==> src/design/itk_pkg.sv <==
// ----------------------------------------------------------------------------
// itk_pkg
// Shared types, constants and the key mapping for the touch key reader.
// ----------------------------------------------------------------------------
package itk_pkg;

  // Number of key channels served by the controller (8 to 16)
  localparam int unsigned Channels = 16;

  localparam logic [6:0] SlaveAddressReset = 7'd64;
  localparam int unsigned PaddrWidth = 3;
  localparam logic [0:0] RegSlaveAddress = 1'b0;

  localparam logic [7:0] KeyNone  = 8'hFF;
  localparam logic [7:0] KeyM     = 8'd77;
  localparam logic [7:0] KeyHash  = 8'd35;
  localparam logic [4:0] PosZero  = 5'd11;
  localparam logic [4:0] PosM     = 5'd10;
  localparam logic [4:0] PosHash  = 5'd12;
  localparam logic [3:0] BitsPerByte = 4'd8;
  localparam logic [4:0] ChanFull = 5'd16;
  localparam logic [4:0] ChanLimit = 5'(Channels);
  localparam logic [4:0] FirstByteEnd = 5'd8;

  typedef enum logic [4:0] {
    PH_IDLE     = 5'd0,
    PH_START2   = 5'd1,
    PH_ADR_LO   = 5'd2,
    PH_ADR_HI   = 5'd3,
    PH_AACK_LO  = 5'd4,
    PH_AACK_HI  = 5'd5,
    PH_DAT_LO   = 5'd6,
    PH_DAT_HI   = 5'd7,
    PH_MACK_LO  = 5'd8,
    PH_MACK_HI  = 5'd9,
    PH_STOP_LO  = 5'd10,
    PH_STOP_HI  = 5'd11,
    PH_STOP_END = 5'd12
  } itk_phase_t;

  typedef struct packed {
    logic       start_request;
    logic       sda_sample;
  } itk_item_t;

  typedef struct packed {
    logic       scl_level;
    logic       sda_release;
    logic       busy_res;
    logic       done_res;
    logic [7:0] key_code;
    logic       address_nack;
  } itk_result_t;

  function automatic logic [7:0] map_key(input logic [4:0] pos);
    logic [7:0] code;
    begin
      if (pos inside {[5'd1:5'd9]}) code = {3'b000, pos};
      else if (pos == PosZero)      code = 8'd0;
      else if (pos == PosM)         code = KeyM;
      else if (pos == PosHash)      code = KeyHash;
      else                          code = KeyNone;
      return code;
    end
  endfunction

endpackage

==> src/design/itk_cfg.sv <==
// ----------------------------------------------------------------------------
// itk_cfg
// APB register file holding the slave address of the key controller.
// ----------------------------------------------------------------------------
module itk_cfg import itk_pkg::*; (
  input  logic                  clk,
  input  logic                  rst,
  input  logic                  psel,
  input  logic                  penable,
  input  logic                  pwrite,
  input  logic [PaddrWidth-1:0] paddr,
  input  logic [31:0]           pwdata,
  output logic [31:0]           prdata,
  output logic                  pready,
  output logic [6:0]            slave_address
);

  logic reg_hit;

  // word index is paddr[2]; only register 0 exists
  assign reg_hit = (paddr[2] == RegSlaveAddress);
  assign pready  = 1'b1;

  always_ff @(posedge clk) begin
    if (rst) begin
      slave_address <= SlaveAddressReset;
    end else if (psel && penable && pwrite && pready && reg_hit) begin
      slave_address <= pwdata[6:0];
    end
  end

  assign prdata = reg_hit ? {25'd0, slave_address} : 32'd0;

endmodule

==> src/design/itk_engine.sv <==
// ----------------------------------------------------------------------------
// itk_engine
// Bus phase sequencer: advances one phase per enabled tick and forms the
// line levels and status for that tick.
// ----------------------------------------------------------------------------
module itk_engine import itk_pkg::*; (
  input  logic        clk,
  input  logic        rst,
  input  logic        step,
  input  itk_item_t   item,
  input  logic [6:0]  slave_address,
  output itk_result_t result
);

  itk_phase_t bus_phase, bus_phase_next;
  logic [3:0] bit_count, bit_count_next;
  logic [7:0] address_shift, address_shift_next;
  logic [4:0] key_position, key_position_next;
  logic [4:0] channel_index, channel_index_next;
  logic       nack_flag, nack_flag_next;

  logic [3:0] bit_inc;
  logic [4:0] chan_inc;
  logic       second_byte;

  assign bit_inc     = bit_count + 4'd1;
  assign chan_inc    = (channel_index < ChanFull) ? channel_index + 5'd1 : channel_index;
  assign second_byte = (key_position == 5'd0) && (channel_index == FirstByteEnd) &&
                       (Channels > 8);

  // next state
  always_comb begin
    bus_phase_next     = bus_phase;
    bit_count_next     = bit_count;
    address_shift_next = address_shift;
    key_position_next  = key_position;
    channel_index_next = channel_index;
    nack_flag_next     = nack_flag;
    case (bus_phase)
      PH_IDLE: begin
        if (item.start_request) begin
          address_shift_next = {slave_address, 1'b1};
          bit_count_next     = 4'd0;
          key_position_next  = 5'd0;
          channel_index_next = 5'd0;
          nack_flag_next     = 1'b0;
          bus_phase_next     = PH_START2;
        end
      end
      PH_START2:  bus_phase_next = PH_ADR_LO;
      PH_ADR_LO:  bus_phase_next = PH_ADR_HI;
      PH_ADR_HI: begin
        address_shift_next = {address_shift[6:0], 1'b0};
        if (bit_inc >= BitsPerByte) begin
          bit_count_next = 4'd0;
          bus_phase_next = PH_AACK_LO;
        end else begin
          bit_count_next = bit_inc;
          bus_phase_next = PH_ADR_LO;
        end
      end
      PH_AACK_LO: bus_phase_next = PH_AACK_HI;
      PH_AACK_HI: begin
        if (item.sda_sample) begin
          nack_flag_next = 1'b1;
          bus_phase_next = PH_STOP_LO;
        end else begin
          bus_phase_next = PH_DAT_LO;
        end
      end
      PH_DAT_LO:  bus_phase_next = PH_DAT_HI;
      PH_DAT_HI: begin
        channel_index_next = chan_inc;
        if (key_position == 5'd0 && item.sda_sample && chan_inc <= ChanLimit) begin
          key_position_next = chan_inc;
        end
        if (bit_inc >= BitsPerByte) begin
          bit_count_next = 4'd0;
          bus_phase_next = PH_MACK_LO;
        end else begin
          bit_count_next = bit_inc;
          bus_phase_next = PH_DAT_LO;
        end
      end
      PH_MACK_LO: bus_phase_next = PH_MACK_HI;
      PH_MACK_HI: bus_phase_next = second_byte ? PH_DAT_LO : PH_STOP_LO;
      PH_STOP_LO: bus_phase_next = PH_STOP_HI;
      PH_STOP_HI: bus_phase_next = PH_STOP_END;
      PH_STOP_END: bus_phase_next = PH_IDLE;
      default:    bus_phase_next = PH_IDLE;
    endcase
  end

  // outputs for this tick
  always_comb begin
    result.scl_level    = 1'b1;
    result.sda_release  = 1'b1;
    result.busy_res     = 1'b1;
    result.done_res     = 1'b0;
    result.key_code     = KeyNone;
    result.address_nack = 1'b0;
    case (bus_phase)
      PH_IDLE: begin
        if (item.start_request) result.sda_release = 1'b0;
        else                    result.busy_res    = 1'b0;
      end
      PH_START2: begin
        result.scl_level   = 1'b0;
        result.sda_release = 1'b0;
      end
      PH_ADR_LO: begin
        result.scl_level   = 1'b0;
        result.sda_release = address_shift[7];
      end
      PH_ADR_HI:  result.sda_release = address_shift[7];
      PH_AACK_LO: result.scl_level = 1'b0;
      PH_AACK_HI: ;
      PH_DAT_LO:  result.scl_level = 1'b0;
      PH_DAT_HI:  ;
      PH_MACK_LO: begin
        result.scl_level   = 1'b0;
        result.sda_release = !second_byte;
      end
      PH_MACK_HI: result.sda_release = !second_byte;
      PH_STOP_LO: begin
        result.scl_level   = 1'b0;
        result.sda_release = 1'b0;
      end
      PH_STOP_HI: result.sda_release = 1'b0;
      PH_STOP_END: begin
        result.done_res     = 1'b1;
        result.address_nack = nack_flag;
        result.key_code     = nack_flag ? KeyNone : map_key(key_position);
      end
      default:    result.busy_res = 1'b0;
    endcase
  end

  always_ff @(posedge clk) begin
    if (rst) begin
      bus_phase     <= PH_IDLE;
      bit_count     <= 4'd0;
      address_shift <= 8'd0;
      key_position  <= 5'd0;
      channel_index <= 5'd0;
      nack_flag     <= 1'b0;
    end else if (step) begin
      bus_phase     <= bus_phase_next;
      bit_count     <= bit_count_next;
      address_shift <= address_shift_next;
      key_position  <= key_position_next;
      channel_index <= channel_index_next;
      nack_flag     <= nack_flag_next;
    end
  end

endmodule

==> src/design/i2c_touch_key_reader_top.sv <==
// ----------------------------------------------------------------------------
// i2c_touch_key_reader_top
// Two-wire bus master that reads a touch key controller, one bus phase tick
// per stream item, and returns line levels, status and the mapped key.
// ----------------------------------------------------------------------------
// Path: an accepted tick passes the input register, then the phase sequencer
// into the result register.
// Throughput: one tick per cycle unless the sink stalls the result register.
// Reset: synchronous, active high; the sequencer returns to idle, both
// registers empty and the slave address goes back to 64.
// ----------------------------------------------------------------------------
module i2c_touch_key_reader_top import itk_pkg::*; (
  input  logic                  clk,
  input  logic                  rst,
  // tick stream in
  input  logic                  s_tvalid,
  output logic                  s_tready,
  input  logic [7:0]            s_tdata,   // [0] start_request, [1] sda_sample
  // result stream out
  output logic                  m_tvalid,
  input  logic                  m_tready,
  output logic [15:0]           m_tdata,   // [0] scl_level, [1] sda_release,
                                           // [2] busy_res, [10:3] key_code,
                                           // [11] address_nack
  output logic                  m_tlast,   // done_res: STOP tick of a read
  // configuration
  input  logic                  psel,
  input  logic                  penable,
  input  logic                  pwrite,
  input  logic [PaddrWidth-1:0] paddr,
  input  logic [31:0]           pwdata,
  output logic [31:0]           prdata,
  output logic                  pready
);

  logic        in_valid;
  itk_item_t   in_item;
  logic        advance;
  logic        step;
  logic [6:0]  slave_address;
  itk_result_t step_result;
  itk_result_t out_result;

  // Advance when the result register is free or being emptied this cycle
  assign advance  = !m_tvalid || m_tready;
  assign step     = in_valid && advance;
  // Take a new tick whenever the input register empties or is empty
  assign s_tready = !in_valid || advance;

  itk_cfg u_cfg (
    .clk           (clk),
    .rst           (rst),
    .psel          (psel),
    .penable       (penable),
    .pwrite        (pwrite),
    .paddr         (paddr),
    .pwdata        (pwdata),
    .prdata        (prdata),
    .pready        (pready),
    .slave_address (slave_address)
  );

  // Input register: hold the tick until the sequencer consumes it
  always_ff @(posedge clk) begin
    if (rst) begin
      in_valid <= 1'b0;
    end else if (s_tready) begin
      in_valid <= s_tvalid;
    end
  end

  always_ff @(posedge clk) begin
    if (s_tvalid && s_tready) begin
      in_item.start_request <= s_tdata[0];
      in_item.sda_sample    <= s_tdata[1];
    end
  end

  // Phase sequencer: state moves on only when a tick is processed
  itk_engine u_engine (
    .clk           (clk),
    .rst           (rst),
    .step          (step),
    .item          (in_item),
    .slave_address (slave_address),
    .result        (step_result)
  );

  // Result register: hold the result until the sink takes it
  always_ff @(posedge clk) begin
    if (rst) begin
      m_tvalid <= 1'b0;
    end else if (advance) begin
      m_tvalid <= in_valid;
    end
  end

  always_ff @(posedge clk) begin
    if (step) begin
      out_result <= step_result;
    end
  end

  assign m_tdata = {4'd0, out_result.address_nack, out_result.key_code,
                    out_result.busy_res, out_result.sda_release,
                    out_result.scl_level};
  assign m_tlast = out_result.done_res;

endmodule

==> config.mk <==
export PLATFORM = sky130hd
export DESIGN_NAME = i2c_touch_key_reader_top
export DESIGN_NICKNAME = d
export VERILOG_FILES = /design/src/design/itk_pkg.sv /design/src/design/itk_cfg.sv /design/src/design/itk_engine.sv /design/src/design/i2c_touch_key_reader_top.sv
export SDC_FILE = /design/constraint.sdc
export NUM_CORES = 1
export LEC_CHECK = 0
export BUFFER_PORTS_ARGS = -buffer_cell sky130_fd_sc_hd__buf_4
export CORE_ASPECT_RATIO = 0.5
export CORE_MARGIN = 3
export CORE_UTILIZATION = 54
export DETAILED_ROUTE_END_ITERATION = 6
export HOLD_SLACK_MARGIN = 0.1
export PLACE_DENSITY = 0.92
export SETUP_SLACK_MARGIN = 0.2
export SLEW_MARGIN = 0
export SYNTH_ARGS = -nofsm -noshare
export SYNTH_HDL_FRONTEND = slang
export SYNTH_SLANG_ARGS = --single-unit
==> constraint.sdc <==
create_clock -name clk -period 4.62 [get_ports clk]
set_clock_uncertainty 0.15 [all_clocks]
set_input_delay 0.462 -clock clk [delete_from_list [all_inputs] [get_ports clk]]
set_output_delay 0.462 -clock clk [all_outputs]
set_load 0.03 [all_outputs]
### After elaboration in Yosys (flattened, before gate mapping)

Index checks and enable logic that the tools add are counted.

* register bits after elaboration: 52
* output and inout port bits: 52
* memory bits (read-only): 0
* word-level logic and storage cells: 109
* bits in latches: 0
* memory bits (writable): 0
* input bits: 50
* memories kept: 0

* $mul: 0
* bitwise gates (word level): 2
* add/subtract/negate cells: 2
* reductions and logical operators: 33
* mux-type cells: 31
* div/mod/pow operators: 0
* equality and inequality tests: 19
* $lt $le $gt $ge: 5
* shift operators: 0

Operator list (count)
* $pmux 5 s12: 1
* $mux 8: 6
* $eq 5x4->1 const B: 9
* $eq 5x3->1 const B: 4
* $mux 4: 5
* $mux 5: 4
* $pmux 5 s2: 2
* $pmux 8 s2: 1
* $reduce_or 12->1: 1
* $eq 5x2->1 const B: 2
* $logic_not 5->1: 2
* $mux 10: 1
* $logic_and 1x1->1: 9
* $reduce_and 3->1: 3
* $pmux 4 s2: 1
* $reduce_and 4->1: 2
* $reduce_bool 2->1: 4
* $reduce_or 2->1: 4
* $mux 7: 1
* $reduce_or 6->1: 1
* $add 5x1->5 const B: 1
* $eq 5x1->1 const B: 1
* $ge 5x1->1 const B: 1
* $le 5x4->1 const B: 1
* other kinds (15): 25

### Logic depth before layout (Yosys ltp)

* word-level depth: 7
* mapped depth: 8
* gate-level depth less buffers: 7

### Hierarchy

From an unflattened synthesis, not the netlist that was laid out.

* cells, all modules: 319
* area total of the unflattened synthesis: 3007.9 µm²

Modules (own cells, without submodules)
* itk_engine: seq. area each 540.5 µm², cells an instance 223, times used 1, area each 1838.0 µm²
* i2c_touch_key_reader_top: seq. area each 490.5 µm², cells an instance 30, times used 1, area each 588.1 µm²
* itk_cfg: seq. area each 140.1 µm², cells an instance 66, times used 1, area each 581.8 µm²

### Least setup slack after synthesis

Ideal clock, no wire load.

* path kind: register -> register
* from: register u_engine.channel_index[0]
* to: register u_engine.key_position[1]
* library setup time: 0.087 ns
* path slack: 2.330 ns
* buffers on the path: 0
* required time: 4.383 ns
* period minus slack after synthesis: 2.290 ns
* arrival time: 2.053 ns
* cell stages (with the launch flop): 8
* path through: dfxtp_1 inv_1 ha_1 or4b_1 a21oi_2 a311oi_2 or4_1 o31ai_1

* word-level cells in the longest chain between the ends: 6
* elaborated cells between the ends (all ways): 9
* classes of those cells: add/sub (1); order compare (2); eq/ne (1); mux (3); reduce/logical (2)

Ends and longest elaborated chain
* start: declaration: line itk_engine.sv:19 `logic [4:0] channel_index, channel_index_next;`
* start signal: assignment: line itk_engine.sv:152 `channel_index <= channel_index_next;`
* $add 5x1->5 or $lt 5x5->1 (tied branches): line itk_engine.sv:27 `assign chan_inc = (channel_index < ChanFull) ? channel_index + 5'd1 : channel_index;`
* $mux 5 (*): line itk_engine.sv:27
* $le 5x5->1: line itk_engine.sv:74 `if (key_position == 5'd0 && item.sda_sample && chan_inc <= ChanLimit) begin`
* $logic_and 1x1->1: line itk_engine.sv:74
* $ne 2x1->1 (no line)
* $reduce_and 4->1 (no line)
* end signal: assignment: line itk_engine.sv:151 `key_position <= key_position_next;`
* end: declaration: line itk_engine.sv:18 `logic [4:0] key_position, key_position_next;`

Every way passes the cells marked *; elsewhere a longest branch is shown, timed or not. The select of a mux whose other input is x is not followed.
A chain may end at the register's enable or synchronous reset.

### Worst setup path in the final report

* from: register m_tvalid
* to: register u_engine.key_position[1]

* word-level cells in the longest chain between the ends: 4

Ends and longest elaborated chain
* start: declaration: line i2c_touch_key_reader_top.sv:20 `output logic m_tvalid,`
* start signal: assignment: line i2c_touch_key_reader_top.sv:94 `m_tvalid <= in_valid;`
* $logic_not 1->1: line i2c_touch_key_reader_top.sv:45 `assign advance = !m_tvalid || m_tready;`
* $logic_or 1x1->1: line i2c_touch_key_reader_top.sv:45
* $logic_and 1x1->1: line i2c_touch_key_reader_top.sv:46 `assign step = in_valid && advance;`
* $reduce_and 4->1 (no line)

Every way passes these cells.

==> flow_summary.json <==
{
  "dpl_cell_area_um2": 2978,
  "core_um2": 4722,
  "stdcell_area_um2": 3067,
  "yosysSeqAreaShare": 0.4120,
  "worstSkewPairLatency_ns": 0.30,
  "areaGrowthSynthToFinish_pct": 7.878,
  "totalNegativeSetupSlack_ns": 0,
  "grt_pass1_wl_um": 9342,
  "cts.htree.levels": 2,
  "status": "complete, no violations",
  "vias_per_cell": 5.637,
  "drv_cap": 0,
  "dr.first_iter.drc_count": 110,
  "synth_top_area_frac": 0.2535,
  "pwr-share-clk": 0.305,
  "slowest_stage": "inv_1",
  "clock.fmax_mhz": 368.4,
  "start_kind": "register",
  "start_util": 0.6020,
  "cts_resized": 0,
  "slowest_delay_ns": 0.72,
  "clock_sinks": 51,
  "synth_ff_type": "dfxtp_1",
  "dieWidth_um": 108.6,
  "timing.final.crit_share": 0.5876,
  "synth_area_leader_cell": "dfxtp_1",
  "synth_enable_flop_cells": 15,
  "cts_tree": "yes",
  "yosys_warnings": 0,
  "netlist_top_cells_count": "nor2_1, dfxtp_1, buf_4",
  "hold_class": "in2reg",
  "power.density_nw_per_um2": 272.3,
  "p_switching_w": 0.0002305,
  "end_kind": "register",
  "cp_data_arrival_time_ns": 2.78,
  "synth-seq-cells": 51,
  "grt_pass1_vias": 2144,
  "cts_max_path_buffers": 2,
  "io_pins": 102,
  "cp.required_ns": 4.69,
  "wl_um": 5619,
  "period_needed_ns": 2.715,
  "met2_length_um": 2745,
  "post-route-util": 0.6494,
  "tightest_slew_ns": 0.8443,
  "ant_nets": 0,
  "async_flop_share": 0,
  "cts_root_buf": "clkbuf_8",
  "dp_hpwl_um": 4055,
  "synth_area_leaders": "dfxtp_1, edfxtp_1, buf_4",
  "yosysUniqueCellTypes": 61,
  "power.leakage_nw": 1.150,
  "gp_congestion": 0.8772,
  "clkTransAtPathRegs_ns": 0.09,
  "cts_setup_buffers": 0,
  "dieHeight_um": 57.31,
  "nNetsFinal": 391,
  "die_area_um2": 6224,
  "ctsHoldBuffers": 0,
  "max_slew_margin": 0.4365,
  "setup_viol": 0,
  "cts_buffers": 5,
  "antenna_found_initial": 0,
  "syn_avg_cell_area_um2": 8.996,
  "route.detailed.drc": 0,
  "hold_viol": 0,
  "combPwrFrac": 0.118,
  "syn_area_um2": 2843,
  "cp_max_fo": 26,
  "slew_viol_final": 0,
  "synth.most_common_cell": "nor2_1",
  "p_total_w": 0.0008349,
  "drt-met1-wl_um": 2355,
  "rows": 17,
  "num_vias": 2283,
  "grt_max_degree": 39,
  "rsz0062_at_grt": "no",
  "grtUsageTotal": 0.1862,
  "peakVddDrop_uv": 146.1,
  "firstDrtPassIters": 5,
  "intPower_w": 0.0006044,
  "pwr-share-seq": 0.576,
  "timing_worst_setup_path_type": "reg2reg",
  "gr-total-overflow": 0,
  "swShare": 0.2761,
  "path_cells": "nor2b_1 > nand2b_1 > inv_1 > o221ai_2 > or4_1 > o31ai_1",
  "io_buffers": 38,
  "wl_per_cell_um": 13.87,
  "wl_met3_um": 456,
  "drive_gt1_frac": 0.1711,
  "highest_layer": "met4",
  "diodes": 0,
  "postSynthCellCount": 316
}
==> area by class of cell <==
cell class,instances,area (um2)
Clock buffer,5,68.82
Inverter,9,33.78
Fill cell,380,1655
Sequential cell,51,1171
Clock inverter,3,20.02
Tap cell,66,82.58
Timing Repair Buffer,38,285.3
Multi-Input combinational cell,233,1405
==> routing by layer <==
layer,track usage,vias to the layer above
met4,0.07734,0
met2,0.3319,93
li1,-,1107
met3,0.04520,7
met1,0.2161,1076
met5,0,-
==> through the flow <==
stage	hold slack, ns	std cells	worst slack, ns
floorplan	0.2969	344	2.330
global placement	0.3180	397	1.869
detailed placement	0.3388	397	1.751
CTS	0.1794	405	1.890
global route	0.1726	405	1.638
finish	0.1838	405	1.905
==> flip-flops by register name, summed over array words and instances, names as in the netlist <==
register	cells
in_item	2
in_valid	1
m_tdata	12
m_tlast	1
m_tvalid	1
u_cfg.slave_address	7
u_engine.address_shift	8
u_engine.bit_count	4
u_engine.bus_phase	4
u_engine.channel_index	5
u_engine.key_position	5
u_engine.nack_flag	1
==> worst paths after layout <==
kind | from | to | slack [ns] | depth (start not counted)
hold reg to reg | u_engine.address_shift[0] | u_engine.address_shift[0] | 0.36 | 2
setup reg to reg | m_tvalid | u_engine.key_position[1] | 1.91 | 6
setup / recovery | m_tvalid | u_engine.key_position[1] | 1.91 | 6
hold / removal | s_tdata[1] | in_item[0] | 0.18 | 1
==> critical path, delay by kind of cell, from the launching register on <==
kind	cells	cell delay (ns)
DFF	1	0.32
buffers and inverters	1	0.72
and+or+nand+nor	3	1.04
AOI/OAI and AO/OA	2	0.39
==> kinds of logic after synthesis <==
| logic type | Yosys count | share of synthesized area |
|---|---|---|
| buffers and inverters | 60 | 0.1307 |
| multiplexers | 15 | 0.05282 |
| AO/OA/AOI/OAI | 73 | 0.1791 |
| XOR/XNOR | 2 | 0.006163 |
| other | 2 | 0.002642 |
| adder cells (fa/ha/maj) | 3 | 0.01321 |
| flip-flops | 51 | 0.4120 |
| AND/OR/NAND/NOR | 110 | 0.2033 |
==> layout by cell type, fill, tap and decap left out, types with 4 or more instances in the layout <==
cell and instances:
inv_1 9, nand2_1 15, o21a_1 4, nor2b_1 9, a21oi_1 13, a22oi_1 4, a211oi_1 10, dfxtp_1 36
o31ai_1 4, edfxtp_1 15, o21ai_0 16, nor2_1 41, nor3_1 10, nand3_1 4, mux2i_1 15, clkbuf_8 5
conb_1 30, buf_4 38, or3_1 4
==> power by group through the flow <==
stage / registers, W / logic [W] / clock network, W
final: 0.000481 / 0.0000988 / 0.000255
after global routing: 0.000483 / 0.000107 / 0.000280
after CTS: 0.000481 / 0.0000979 / 0.000262
after detailed placement: 0.000491 / 0.0000975 / 0
after global placement: 0.000490 / 0.0000953 / 0
after floorplan: 0.000491 / 0.0000942 / 0
(Power assumes the default switching activity.)
